<file path="src/rtl/core/chip8_instruction_executor_core_defines.svh">
// ----------------------------------------------------------------------------
// chip8_instruction_executor_core_defines
// Assertion macros shared by the executor core.
// ----------------------------------------------------------------------------
`ifndef CHIP8_INSTRUCTION_EXECUTOR_CORE_DEFINES_SVH
`define CHIP8_INSTRUCTION_EXECUTOR_CORE_DEFINES_SVH

// same-cycle implication
`define C8X_ASSERT_IMP(lbl, ante, cons) \
  lbl: assert property (@(posedge clk) disable iff (!rst_n) (ante) |-> (cons)) \
    else $error("c8x: check failed");

// next-cycle implication
`define C8X_ASSERT_NXT(lbl, ante, cons) \
  lbl: assert property (@(posedge clk) disable iff (!rst_n) (ante) |=> (cons)) \
    else $error("c8x: check failed");

`endif

</file>
<file path="src/rtl/core/c8x_pkg.sv">
// ----------------------------------------------------------------------------
// c8x_pkg
// Types, constants and helper functions of the CHIP-8 executor core.
// ----------------------------------------------------------------------------
package c8x_pkg;

  localparam int MEM_DEPTH   = 4096;
  localparam int AW          = $clog2(MEM_DEPTH);
  localparam int STACK_DEPTH = 16;
  localparam int STK_AW      = $clog2(STACK_DEPTH);
  localparam int SP_W        = $clog2(STACK_DEPTH + 1);
  localparam int SCR_W       = 64;
  localparam int SCR_H       = 32;
  localparam int NREG        = 16;
  localparam int FONT_LEN    = 80;

  localparam logic [AW-1:0] PC_START = AW'(12'h200);
  localparam logic [3:0]    VF_IDX   = 4'hF;

  localparam logic [2:0] OP_LOAD = 3'd0;
  localparam logic [2:0] OP_EXEC = 3'd1;
  localparam logic [2:0] OP_TICK = 3'd2;
  localparam logic [2:0] OP_KEY  = 3'd3;
  localparam logic [2:0] OP_ROW  = 3'd4;

  localparam logic [7:0] LO_CLS   = 8'hE0;
  localparam logic [7:0] LO_RET   = 8'hEE;
  localparam logic [7:0] LO_SKP   = 8'h9E;
  localparam logic [7:0] LO_SKNP  = 8'hA1;
  localparam logic [7:0] LO_GDT   = 8'h07;
  localparam logic [7:0] LO_KWAIT = 8'h0A;
  localparam logic [7:0] LO_SDT   = 8'h15;
  localparam logic [7:0] LO_SST   = 8'h18;
  localparam logic [7:0] LO_ADDI  = 8'h1E;
  localparam logic [7:0] LO_FONT  = 8'h29;
  localparam logic [7:0] LO_BCD   = 8'h33;
  localparam logic [7:0] LO_SAVE  = 8'h55;
  localparam logic [7:0] LO_REST  = 8'h65;

  localparam logic [3:0] ALU_MOV  = 4'h0;
  localparam logic [3:0] ALU_OR   = 4'h1;
  localparam logic [3:0] ALU_AND  = 4'h2;
  localparam logic [3:0] ALU_XOR  = 4'h3;
  localparam logic [3:0] ALU_ADD  = 4'h4;
  localparam logic [3:0] ALU_SUB  = 4'h5;
  localparam logic [3:0] ALU_SHR  = 4'h6;
  localparam logic [3:0] ALU_SUBN = 4'h7;
  localparam logic [3:0] ALU_SHL  = 4'hE;

  typedef enum logic [3:0] {
    GRP_SYS, GRP_JP, GRP_CALL, GRP_SE, GRP_SNE, GRP_SER, GRP_LD, GRP_ADD,
    GRP_ALU, GRP_SNER, GRP_LDI, GRP_JPV, GRP_RND, GRP_DRW, GRP_KEY, GRP_MISC
  } grp_t;

  typedef enum logic [4:0] {
    CMD_NONE, CMD_CLR, CMD_CAPTURE, CMD_LOAD, CMD_MISC, CMD_FETCH_HI,
    CMD_FETCH_LO, CMD_RD_X, CMD_RD_Y, CMD_RD_0, CMD_EXEC, CMD_FLAG,
    CMD_DRAW_RD, CMD_DRAW_WR, CMD_BCD, CMD_SAVE_RD, CMD_SAVE_WR,
    CMD_REST_RD, CMD_REST_WR, CMD_FINISH
  } cmd_t;

  typedef enum logic [2:0] {
    NX_DONE, NX_FLAG, NX_DRAW, NX_BCD, NX_SAVE, NX_REST
  } nxt_t;

  typedef struct packed {
    cmd_t          cmd;
    logic [4:0]    step;
    logic [AW-1:0] clr_addr;
  } ctl_t;

  typedef struct packed {
    logic [2:0] op;
    nxt_t       nxt;
    logic [4:0] count;
    logic       out_busy;
  } st_t;

  localparam logic [7:0] FONT [FONT_LEN] = '{
    8'hF0, 8'h90, 8'h90, 8'h90, 8'hF0, 8'h20, 8'h60, 8'h20, 8'h20, 8'h70,
    8'hF0, 8'h10, 8'hF0, 8'h80, 8'hF0, 8'hF0, 8'h10, 8'hF0, 8'h10, 8'hF0,
    8'h90, 8'h90, 8'hF0, 8'h10, 8'h10, 8'hF0, 8'h80, 8'hF0, 8'h10, 8'hF0,
    8'hF0, 8'h80, 8'hF0, 8'h90, 8'hF0, 8'hF0, 8'h10, 8'h20, 8'h40, 8'h40,
    8'hF0, 8'h90, 8'hF0, 8'h90, 8'hF0, 8'hF0, 8'h90, 8'hF0, 8'h10, 8'hF0,
    8'hF0, 8'h90, 8'hF0, 8'h90, 8'h90, 8'hE0, 8'h90, 8'hE0, 8'h90, 8'hE0,
    8'hF0, 8'h80, 8'h80, 8'h80, 8'hF0, 8'hE0, 8'h90, 8'h90, 8'h90, 8'hE0,
    8'hF0, 8'h80, 8'hF0, 8'h80, 8'hF0, 8'hF0, 8'h80, 8'hF0, 8'h80, 8'h80
  };

  // {hundreds, tens, units}, one nibble each
  function automatic logic [11:0] bcd3(input logic [7:0] v);
    logic [1:0] h;
    logic [7:0] rr;
    logic [6:0] r;
    logic [3:0] t;
    logic [3:0] o;
    h  = (v >= 8'd200) ? 2'd2 : ((v >= 8'd100) ? 2'd1 : 2'd0);
    rr = v - 8'(h) * 8'd100;
    r  = rr[6:0];
    t  = '0;
    for (int k = 1; k <= 9; k++) begin
      if (r >= 7'(k * 10)) t = 4'(k);
    end
    o = 4'(r - 7'(t) * 7'd10);
    return {2'b00, h, t, o};
  endfunction

endpackage

</file>
<file path="src/rtl/core/c8x_ctrl.sv">
// ----------------------------------------------------------------------------
// c8x_ctrl
// Sequencer: memory init pass, item dispatch, fetch, and multi-beat loops.
// ----------------------------------------------------------------------------
module c8x_ctrl (
  input  logic         clk,
  input  logic         rst_n,
  input  logic         in_valid,
  output logic         in_ready,
  output c8x_pkg::ctl_t ctl,
  input  c8x_pkg::st_t  st
);
  import c8x_pkg::*;

  typedef enum logic [4:0] {
    S_CLEAR, S_IDLE, S_DISP, S_LOAD, S_MISC, S_FHI, S_FLO, S_RDX, S_RDY, S_RD0,
    S_EXEC, S_FLAG, S_DRD, S_DWR, S_BCD, S_SRD, S_SWR, S_LRD, S_LWR, S_FIN
  } state_t;

  state_t        state_r, state_nxt;
  logic [4:0]    step_r, step_nxt;
  logic [AW-1:0] clr_r, clr_nxt;
  cmd_t          cmd;

  always_comb begin
    state_nxt = state_r;
    step_nxt  = step_r;
    clr_nxt   = clr_r;
    cmd       = CMD_NONE;
    unique case (state_r)
      S_CLEAR: begin
        cmd     = CMD_CLR;
        clr_nxt = clr_r + 1'b1;
        if (clr_r == AW'(MEM_DEPTH - 1)) state_nxt = S_IDLE;
      end
      S_IDLE: begin
        if (in_valid) begin
          cmd       = CMD_CAPTURE;
          state_nxt = S_DISP;
        end
      end
      S_DISP: begin
        unique case (st.op)
          OP_LOAD: state_nxt = S_LOAD;
          OP_EXEC: state_nxt = S_FHI;
          default: state_nxt = S_MISC;
        endcase
      end
      S_LOAD: begin cmd = CMD_LOAD;     state_nxt = S_FIN; end
      S_MISC: begin cmd = CMD_MISC;     state_nxt = S_FIN; end
      S_FHI:  begin cmd = CMD_FETCH_HI; state_nxt = S_FLO; end
      S_FLO:  begin cmd = CMD_FETCH_LO; state_nxt = S_RDX; end
      S_RDX:  begin cmd = CMD_RD_X;     state_nxt = S_RDY; end
      S_RDY:  begin cmd = CMD_RD_Y;     state_nxt = S_RD0; end
      S_RD0:  begin cmd = CMD_RD_0;     state_nxt = S_EXEC; end
      S_EXEC: begin
        cmd      = CMD_EXEC;
        step_nxt = '0;
        unique case (st.nxt)
          NX_FLAG: state_nxt = S_FLAG;
          NX_DRAW: state_nxt = S_DRD;
          NX_BCD:  state_nxt = S_BCD;
          NX_SAVE: state_nxt = S_SRD;
          NX_REST: state_nxt = S_LRD;
          default: state_nxt = S_FIN;
        endcase
      end
      S_FLAG: begin cmd = CMD_FLAG; state_nxt = S_FIN; end
      S_DRD: begin
        if (step_r == st.count) begin
          state_nxt = S_FLAG;
        end else begin
          cmd       = CMD_DRAW_RD;
          state_nxt = S_DWR;
        end
      end
      S_DWR: begin
        cmd       = CMD_DRAW_WR;
        step_nxt  = step_r + 1'b1;
        state_nxt = S_DRD;
      end
      S_BCD: begin
        if (step_r == st.count) begin
          state_nxt = S_FIN;
        end else begin
          cmd      = CMD_BCD;
          step_nxt = step_r + 1'b1;
        end
      end
      S_SRD: begin
        if (step_r == st.count) begin
          state_nxt = S_FIN;
        end else begin
          cmd       = CMD_SAVE_RD;
          state_nxt = S_SWR;
        end
      end
      S_SWR: begin
        cmd       = CMD_SAVE_WR;
        step_nxt  = step_r + 1'b1;
        state_nxt = S_SRD;
      end
      S_LRD: begin
        if (step_r == st.count) begin
          state_nxt = S_FIN;
        end else begin
          cmd       = CMD_REST_RD;
          state_nxt = S_LWR;
        end
      end
      S_LWR: begin
        cmd       = CMD_REST_WR;
        step_nxt  = step_r + 1'b1;
        state_nxt = S_LRD;
      end
      S_FIN: begin
        if (!st.out_busy) begin
          cmd       = CMD_FINISH;
          state_nxt = S_IDLE;
        end
      end
      default: state_nxt = S_IDLE;
    endcase
  end

  assign in_ready     = (state_r == S_IDLE);
  assign ctl.cmd      = cmd;
  assign ctl.step     = step_r;
  assign ctl.clr_addr = clr_r;

  always_ff @(posedge clk) begin
    if (!rst_n) begin
      state_r <= S_CLEAR;
      step_r  <= '0;
      clr_r   <= '0;
    end else begin
      state_r <= state_nxt;
      step_r  <= step_nxt;
      clr_r   <= clr_nxt;
    end
  end
endmodule

</file>
<file path="config.mk">
export PLATFORM = sky130hd
export DESIGN_NAME = c8x_ctrl
export DESIGN_NICKNAME = d
export VERILOG_FILES = /design/src/rtl/core/chip8_instruction_executor_core_defines.svh /design/src/rtl/core/c8x_pkg.sv /design/src/rtl/core/c8x_ctrl.sv
export SDC_FILE = /design/constraint.sdc
export NUM_CORES = 1
export LEC_CHECK = 0
export CORE_AREA = 3 3 61 63
export CTS_CLUSTER_SIZE = 14
export DETAILED_ROUTE_END_ITERATION = 6
export DIE_AREA = 0 0 64 66
export DONT_BUFFER_PORTS = 1
export HOLD_SLACK_MARGIN = 0.15
export PLACE_DENSITY = 0.69
export SYNTH_ARGS = -nofsm -noshare
export SYNTH_HDL_FRONTEND = slang
export SYNTH_SLANG_ARGS = --single-unit
export TNS_END_PERCENT = 5
</file>
<file path="constraint.sdc">
create_clock -name clk -period 1.6 [get_ports clk]
set_input_delay 0.08 -clock clk [delete_from_list [all_inputs] [get_ports clk]]
set_output_delay 0.08 -clock clk [all_outputs]
set_load 0.03 [all_outputs]
</file>
==> Word level (Yosys, flattened, before mapping) <==
Cells that the tools add are included.
{ "classes": {"add_sub_neg": 2, "n_eq_ne": 32, "n_mux": 19, "n_reduce_logical": 7} }
{ "ops": {"columns": ["cell", "n"], "rows": [
  ["case mux 5 bit (19 select lines)", 1],
  ["case mux 5 bit (18 select lines)", 1],
  ["equality test 5 x 4 -> 1 bit, second input constant", 8],
  ["two-way mux 5 bit", 7],
  ["case mux 5 bit (5 select lines)", 1],
  ["equality test 5 x 3 -> 1 bit, second input constant", 4],
  ["equality test 5 bit, second input constant", 4],
  ["case mux 5 bit (3 select lines)", 1],
  ["adder 12 x 1 -> 12 bit, second input constant", 1],
  ["equality test 12 bit, second input constant", 1],
  ["two-way mux 4 bit", 3],
  ["equality test 5 x 2 -> 1 bit, second input constant", 2],
  ["inequality test 2 bit, second input constant", 5],
  ["equality test 3 x 1 -> 1 bit, second input constant", 2],
  ["equality test 3 x 2 -> 1 bit, second input constant", 2],
  ["equality test 3 bit, second input constant", 2],
  ["case mux 3 bit (2 select lines)", 1],
  ["OR reduction 3 bit", 2],
  ["adder 5 x 1 -> 5 bit, second input constant", 1],
  ["equality test 5 x 1 -> 1 bit, second input constant", 1],
  ["equality test 5 bit", 1],
  ["logical NOT 5 bit", 1],
  ["two-way mux 2 bit", 2],
  ["AND reduction 4 bit", 1],
  ["other kinds (5)", 5]
]} }
{ "totals": {"ff_bits": 22, "input_bits": 15, "output_inout_bits": 23} }

==> Logic depth before layout (Yosys ltp) <==
Gate-level depths: netlist (run 1).
{ "depth": {"depth_word": 4, "ltp_mapped": 7, "depth_no_buf": 7} }

==> Worst setup path after synthesis (run 1) <==
OpenSTA, ideal clock, no wires.
{ "synth_timing": {"kind": "reg-to-output", "startpoint": "register step_r[0]", "endpoint": "output port ctl[19] (netlist name)", "arrival_ns": 1.793, "required_ns": 1.520, "slack_ns": -0.273, "path_stages_with_launch": 5, "cell_sequence": "dfxtp_1 > xnor2_1 > nand3_2 > nor2_2 > a311oi_1"} }
{ "synth_lines": {"columns": ["item", "line", "text"], "rows": [
  ["start: declaration", "c8x_ctrl.sv:21", "logic [4:0] step_r, step_nxt;"],
  ["start signal: assignment", "c8x_ctrl.sv:138", "step_r <= step_nxt;"],
  ["end: declaration", "c8x_ctrl.sv:10", "output c8x_pkg::ctl_t ctl,"]
]} }

==> results of run 1 <==
kinds of logic (layout without fill, tap and decap cells):
group	Yosys count	in the layout	synth area share, %
simple gates	87	87	28.7
compound gates	70	70	30.1
flops	22	22	25.1
buf+inv	19	78	5.70
xor+xnor	12	12	5.98
mux	4	4	2.28
fa+ha+maj	3	3	2.14
metal layers:
metal	share of wire [%]	global-route usage, %
met5	0	0
met2	51	49.7
met3	6.5	7.65
met1	39	30.7
met4	3.7	14.6
power by group through the flow:
stage          clock network (mW)  registers (mW)  logic [mW]
4_1_cts                     0.315           0.558       0.113
3_3_place_gp                    0           0.574      0.0872
6_report                    0.316           0.558       0.122
5_1_grt                     0.351           0.559       0.131
2_1_floorplan                   0           0.587      0.0528
3_5_place_dp                    0           0.575      0.0906
worst min-delay path by stage:
stage | to | slack (ns) | cells after the start
final | state_r[0] | 0.22 | 5
after global routing | state_r[3] | 0.22 | 4
after CTS | state_r[0] | 0.18 | 5
after detailed placement | state_r[3] | 0.20 | 1
after global placement | state_r[3] | 0.21 | 1
after floorplan | state_r[3] | 0.20 | 1
timing repair:
action	in CTS	in global routing
setup buffers	11	0
hold endpoints to repair	22	0
endpoints found under the setup margin	18	25
pin swaps	18	4
gates resized for setup	45	6
hold buffers	3	0
critical path, delay by kind of cell, from the launching register on:
| family | cells | cell delay (ns) |
|---|---|---|
| compound gates | 2 | 0.28 |
| xor+xnor | 1 | 0.19 |
| buf+inv | 1 | 0.17 |
| flops | 1 | 0.36 |
| simple gates | 2 | 0.39 |
synth_stat cells, types with 3 or more instances:
| library cell | instances | area [sq um] |
|---|---|---|
| dfxtp_1 | 22 | 440 |
| ha_1 | 3 | 37.5 |
| nor2_2 | 3 | 18.8 |
| o32ai_1 | 3 | 26.3 |
| nand4_1 | 4 | 25.0 |
| nand3_1 | 9 | 45.0 |
| o21ai_0 | 8 | 40.0 |
| buf_4 | 4 | 30.0 |
| nor3_1 | 3 | 15.0 |
| nor2_1 | 21 | 78.8 |
| mux2i_1 | 4 | 40.0 |
| or3_1 | 6 | 37.5 |
| inv_1 | 5 | 18.8 |
| a21oi_1 | 16 | 80.1 |
| a211oi_1 | 3 | 22.5 |
| xnor2_1 | 9 | 78.8 |
| nand2_1 | 17 | 63.8 |
| nand2b_1 | 5 | 31.3 |
| buf_2 | 5 | 25.0 |
| o31ai_1 | 4 | 30.0 |
| xor2_1 | 3 | 26.3 |
| o41ai_1 | 3 | 26.3 |
cell type report:
class / count / area [sq um] / share of cell area, %
clock buffers: 4 / 36.3 / 1.43
inverters: 8 / 32.5 / 1.28
multi-input cells: 176 / 1390 / 54.8
flip-flops and latches: 22 / 460 / 18.1
well taps: 46 / 57.6 / 2.26
repair buffers: 66 / 562 / 22.1
sequential cells by signal, summed over array words and instances (netlist names):
name and cells:
step_r 5, clr_r 12, state_r 5
per-stage QoR:
step           instances  hold slack [ns]  setup TNS, ns
2_1_floorplan        217            0.198         -0.367
3_3_place_gp         304            0.209        -0.0172
3_5_place_dp         304            0.204         -0.205
4_1_cts              322            0.181         -0.320
5_1_grt              322            0.217          -2.72
6_report             322            0.216          -1.10
cells in the final DEF (no fill, tap or decap), types with 3 or more instances in the layout:
cell type,instances
a211oi_1,3
a21oi_1,15
a21oi_2,3
buf_4,53
buf_6,7
clkbuf_4,3
dfxtp_1,12
dfxtp_2,7
dfxtp_4,3
dlygate4sd3_1,3
ha_1,3
inv_1,4
mux2i_1,4
nand2_1,14
nand2b_1,5
nand3_1,9
nand4_1,4
nor2_1,21
nor2_4,3
o21ai_0,7
o21ai_1,3
o41ai_1,3
or3_1,6
xnor2_1,4
xnor2_2,4
xor2_1,3
==> results.yml, run 1 <==
timing:
  finClkSkew_ns: 0.00530
  grt_setup_unrepaired: "true"
  tightest_slew_ns: 0.563
  max_freq_mhz: 560
  slew_viol_final: 0
  hold_viol_final: 0
  setup_slack_ns: -0.185
  min_period_over_period_pct: 112
  fin_crit_ns: 1.78
  slew_headroom_pct: 62.5
  finalSetupViolations: 13
critical_path:
  rrSetupSlack_ns: -0.16
  critPathArrivalTime_ns: 1.70
  cpPeakStageDelay_ns: 0.36
  cp-endpoint: "ctl[18]"
  worstRegToRegCells: 6
  critPathLaunch: "step_r[4]"
  end_kind: "primary output"
  required_ns: 1.52
  rr_startpoint: "step_r[4]"
  path_class: "reg2out"
  cp_max_fo: 5
  crit_path_top_delay_cell: "dfxtp_2"
  path_cells: "xnor2_2 -> nand3_4 -> nor2_1 -> o32a_1 -> o32ai_2 -> buf_4"
  startpoint_type: "flop"
  r2r-end: "step_r[0]"
detailed_routing:
  viasPerCell: 6.33
  ant_nets: 0
  drt-wirelength-per-cell_microns: 18.6
  routed_wl_microns: 5990
  first_iter_violations: 134
  drtPass1Iterations: 4
  vias: 2038
  drc_errors: 0
run_status:
  outcome: "finished, violations left"
  violations: "setup timing"
final_layout:
  layout-drive-gt1-share_pct: 42.8
  area_growth_syn_to_layout_pct: 44.7
  n_antenna_cell: 0
  fillers: 217
  final_core_util_pct: 77.4
  nNetsFinal: 295
  final_cell_area_sq_mm: 0.00254
floorplan:
  die_h_microns: 66
  coreArea_sq_mm: 0.00328
  row_count: 21
  chipWidth_microns: 64
  initial_utilization_pct: 53.5
  io_pins: 38
  dieArea_sq_mm: 0.00422
cts:
  htreeDepth: 1
  cts_tree: "yes"
  cts_buffer_depth: 2
  numCtsBuffers: 3
  clock_tree.root_cell: "clkbuf_4"
  clock_sinks: 22
  clk_pin_slew_ns: 0.13
  worstSkewPairLatency_ns: 0.31
logic_synthesis:
  synth_edf_count: 0
  syn_inst: 217
  synth_area_sq_mm: 0.00176
  yosys_warnings: 0
  async_reset_ff_share_pct: 0
  synth_cell_type_count: 66
  yosysSeqAreaShare_pct: 25.1
  yosys_register_bits: 22
  synth_nets: 235
  ys.flop_type: "dfxtp_1"
  avgSynthCellArea_sq_um: 8.10
global_routing:
  overflow: 0
  grt_pass1_vias: 2027
  track_usage_pct: 28.1
  grt_max_degree: 17
  grt_pass1_wl_microns: 9340
  grt_antenna_before_repair: 0
placement:
  portBuffers: 0
  dpl.hpwl_microns: 3870
  dp_slack_ns: -0.0682
  placed_area_sq_mm: 0.00216
  gp_congestion: 0.931
pwr:
  p_sw_uw: 256
  switching_share_pct: 25.7
  ir_drop_v: 0.000423
  p_int_uw: 740
  power_frac_clock_pct: 31.7
  powerDensity_mw_per_mm2: 392
  p_comb_share_pct: 12.2
  total_power_uw: 996
  cellLeakagePower_nw: 0.969
  seq_power_share_pct: 56.0
job:
  maxCapViolations: 0
min_path:
  hp-start: "st[3]"
  hp-class: "in2reg"
Note: power is estimated with default switching activity, not from simulation.
==> run 2: changes to the inputs <==
==> constraint.sdc (replaced) <==
create_clock -name clk -period 2.3 [get_ports clk]
set_input_delay 0.115 -clock clk [delete_from_list [all_inputs] [get_ports clk]]
set_output_delay 0.115 -clock clk [all_outputs]
set_load 0.03 [all_outputs]
==> results.yml, run 2 (synthesis results as in run 1) <==
global_routing:
  overflow: 0
  use_met1_pct: 27.0
  met3_usage_pct: 5.27
  grt_max_degree: 20
  track_usage_pct: 22.5
  grt_antenna_before_repair: 0
  grt_pass1_wl_microns: 7700
  busiest_layer: "met2"
  grt_pass1_vias: 1703
  met2_usage_pct: 38.8
timing:
  max_freq_mhz: 475
  finalSetupViolations: 0
  setup_slack_ns: 0.193
  tns_ns: 0
  hold_viol_final: 0
  fin_crit_ns: 2.11
  holdWs_ns: 0.168
  slew_viol_final: 0
  tightest_slew_ns: 0.658
  slew_headroom_pct: 56.1
  min_period_over_period_pct: 91.6
  grt_setup_unrepaired: "false"
  finClkSkew_ns: 0.0121
placement:
  gp_congestion: 1.05
  dp_slack_ns: 0.500
  dpl.hpwl_microns: 3500
  portBuffers: 0
floorplan:
  chipWidth_microns: 64
  coreArea_sq_mm: 0.00328
  die_h_microns: 66
  row_count: 21
  io_pins: 38
  initial_utilization_pct: 53.5
  dieArea_sq_mm: 0.00422
pwr:
  ir_drop_v: 0.000224
  p_sw_uw: 170
  seq_power_share_pct: 53.0
  p_int_uw: 583
  p_comb_share_pct: 7.0
  switching_share_pct: 22.6
  powerDensity_mw_per_mm2: 382
  power_frac_clock_pct: 40.0
  cellLeakagePower_nw: 0.688
detailed_routing:
  drtPass1Iterations: 4
  viasPerCell: 6.25
  drc_errors: 0
  ant_nets: 0
  vias: 1744
  first_iter_violations: 47
  drt-wirelength-per-cell_microns: 16.3
  routed_wl_microns: 4540
critical_path:
  path_cells: "nand2_1 -> o31ai_1 -> a211o_1 -> o31ai_1 -> buf_4"
  critPathArrivalTime_ns: 1.99
  cp_max_fo: 15
  required_ns: 2.18
  crit_top_cell: "o31ai_1"
  path_buf_inv: 1
  end_kind: "primary output"
  crit_path_top_delay_cell: "dfxtp_1"
  path_delay_family: "flip-flops"
  path_class: "reg2out"
  cpPeakStageDelay_ns: 0.77
  startpoint_type: "flop"
min_path:
  hp-class: "in2reg"
final_layout:
  regMostFlops: "clr_r"
  largest_registers: "clr_r: 12 flops, state_r: 5 flops, step_r: 5 flops"
  final_cell_mix: "22 x dfxtp_1, 22 x buf_4, 21 x nor2_1"
  largest_register_ffs: 12
  area_growth_syn_to_layout_pct: 12.3
  layout-drive-gt1-share_pct: 20.6
  n_antenna_cell: 0
  nNetsFinal: 252
cts:
  numCtsBuffers: 3
  worstSkewPairLatency_ns: 0.31
  htreeDepth: 1
  clk_pin_slew_ns: 0.12
  cts_tree: "yes"
  cts_setup_buffers: 0
  clock_tree.root_cell: "clkbuf_4"
  cts_buffer_depth: 2
  clock_sinks: 22
run_status:
  outcome: "completed"
job:
  maxCapViolations: 0
[run 2: worst reg2reg max path, cell delays in order, from the launching register on]
cell and delay, ns:
dfxtp_1 0.77, nor2b_1 0.31, a21boi_1 0.11, o32ai_1 0.32, a41oi_1 0.18, nor2_1 0.10
[run 2: layout make-up]
cell class	count	area, sq um
multi-input cells	176	1220
fillers	291	1310
clock inverters	1	30.0
flip-flops and latches	22	440
well taps	46	57.6
inverters	8	30.0
repair buffers	23	175
clock buffers	3	22.5
[run 2: worst paths after layout]
path | startpoint | end | slack, ns | depth (start not counted)
max | state_r[2] | ctl[17] | 0.19 | 5
min | in_valid | state_r[4] | 0.17 | 3
max reg2reg | state_r[2] | state_r[4] | 0.46 | 5
min reg2reg | clr_r[2] | clr_r[2] | 0.65 | 2
[run 2: per-stage QoR]
step / util (%) / cells / area, sq um / total power, mW
finish: 60.0 / 279 / 1970 / 0.753
detailed placement: 58.1 / 274 / 1910 / 0.458
floorplan: - / 217 / 1760 / 0.445
CTS: 60.0 / 279 / 1970 / 0.755
global route: 60.0 / 279 / 1970 / 0.779
global placement: 58.1 / 274 / 1910 / 0.455
[run 2: power groups by stage]
stage	Clock [mW]	Sequential (mW)	Combinational (mW)
6_report	0.301	0.399	0.0529
5_1_grt	0.320	0.400	0.0585
2_1_floorplan	0	0.408	0.0366
3_5_place_dp	0	0.408	0.0497
4_1_cts	0.303	0.399	0.0523
3_3_place_gp	0	0.407	0.0478
[run 2: routing by layer]
| layer | up-vias | part of all wire, % |
|---|---|---|
| met5 | - | 0 |
| met3 | 10 | 8.4 |
| met1 | 794 | 40 |
| met4 | 0 | 1.6 |
| met2 | 91 | 50 |
| li1 | 849 | - |
[run 2: what timing repair did]
action,CTS,global route
hold buffers,1,0
hold endpoints to repair,19,0
resized for setup,0,0
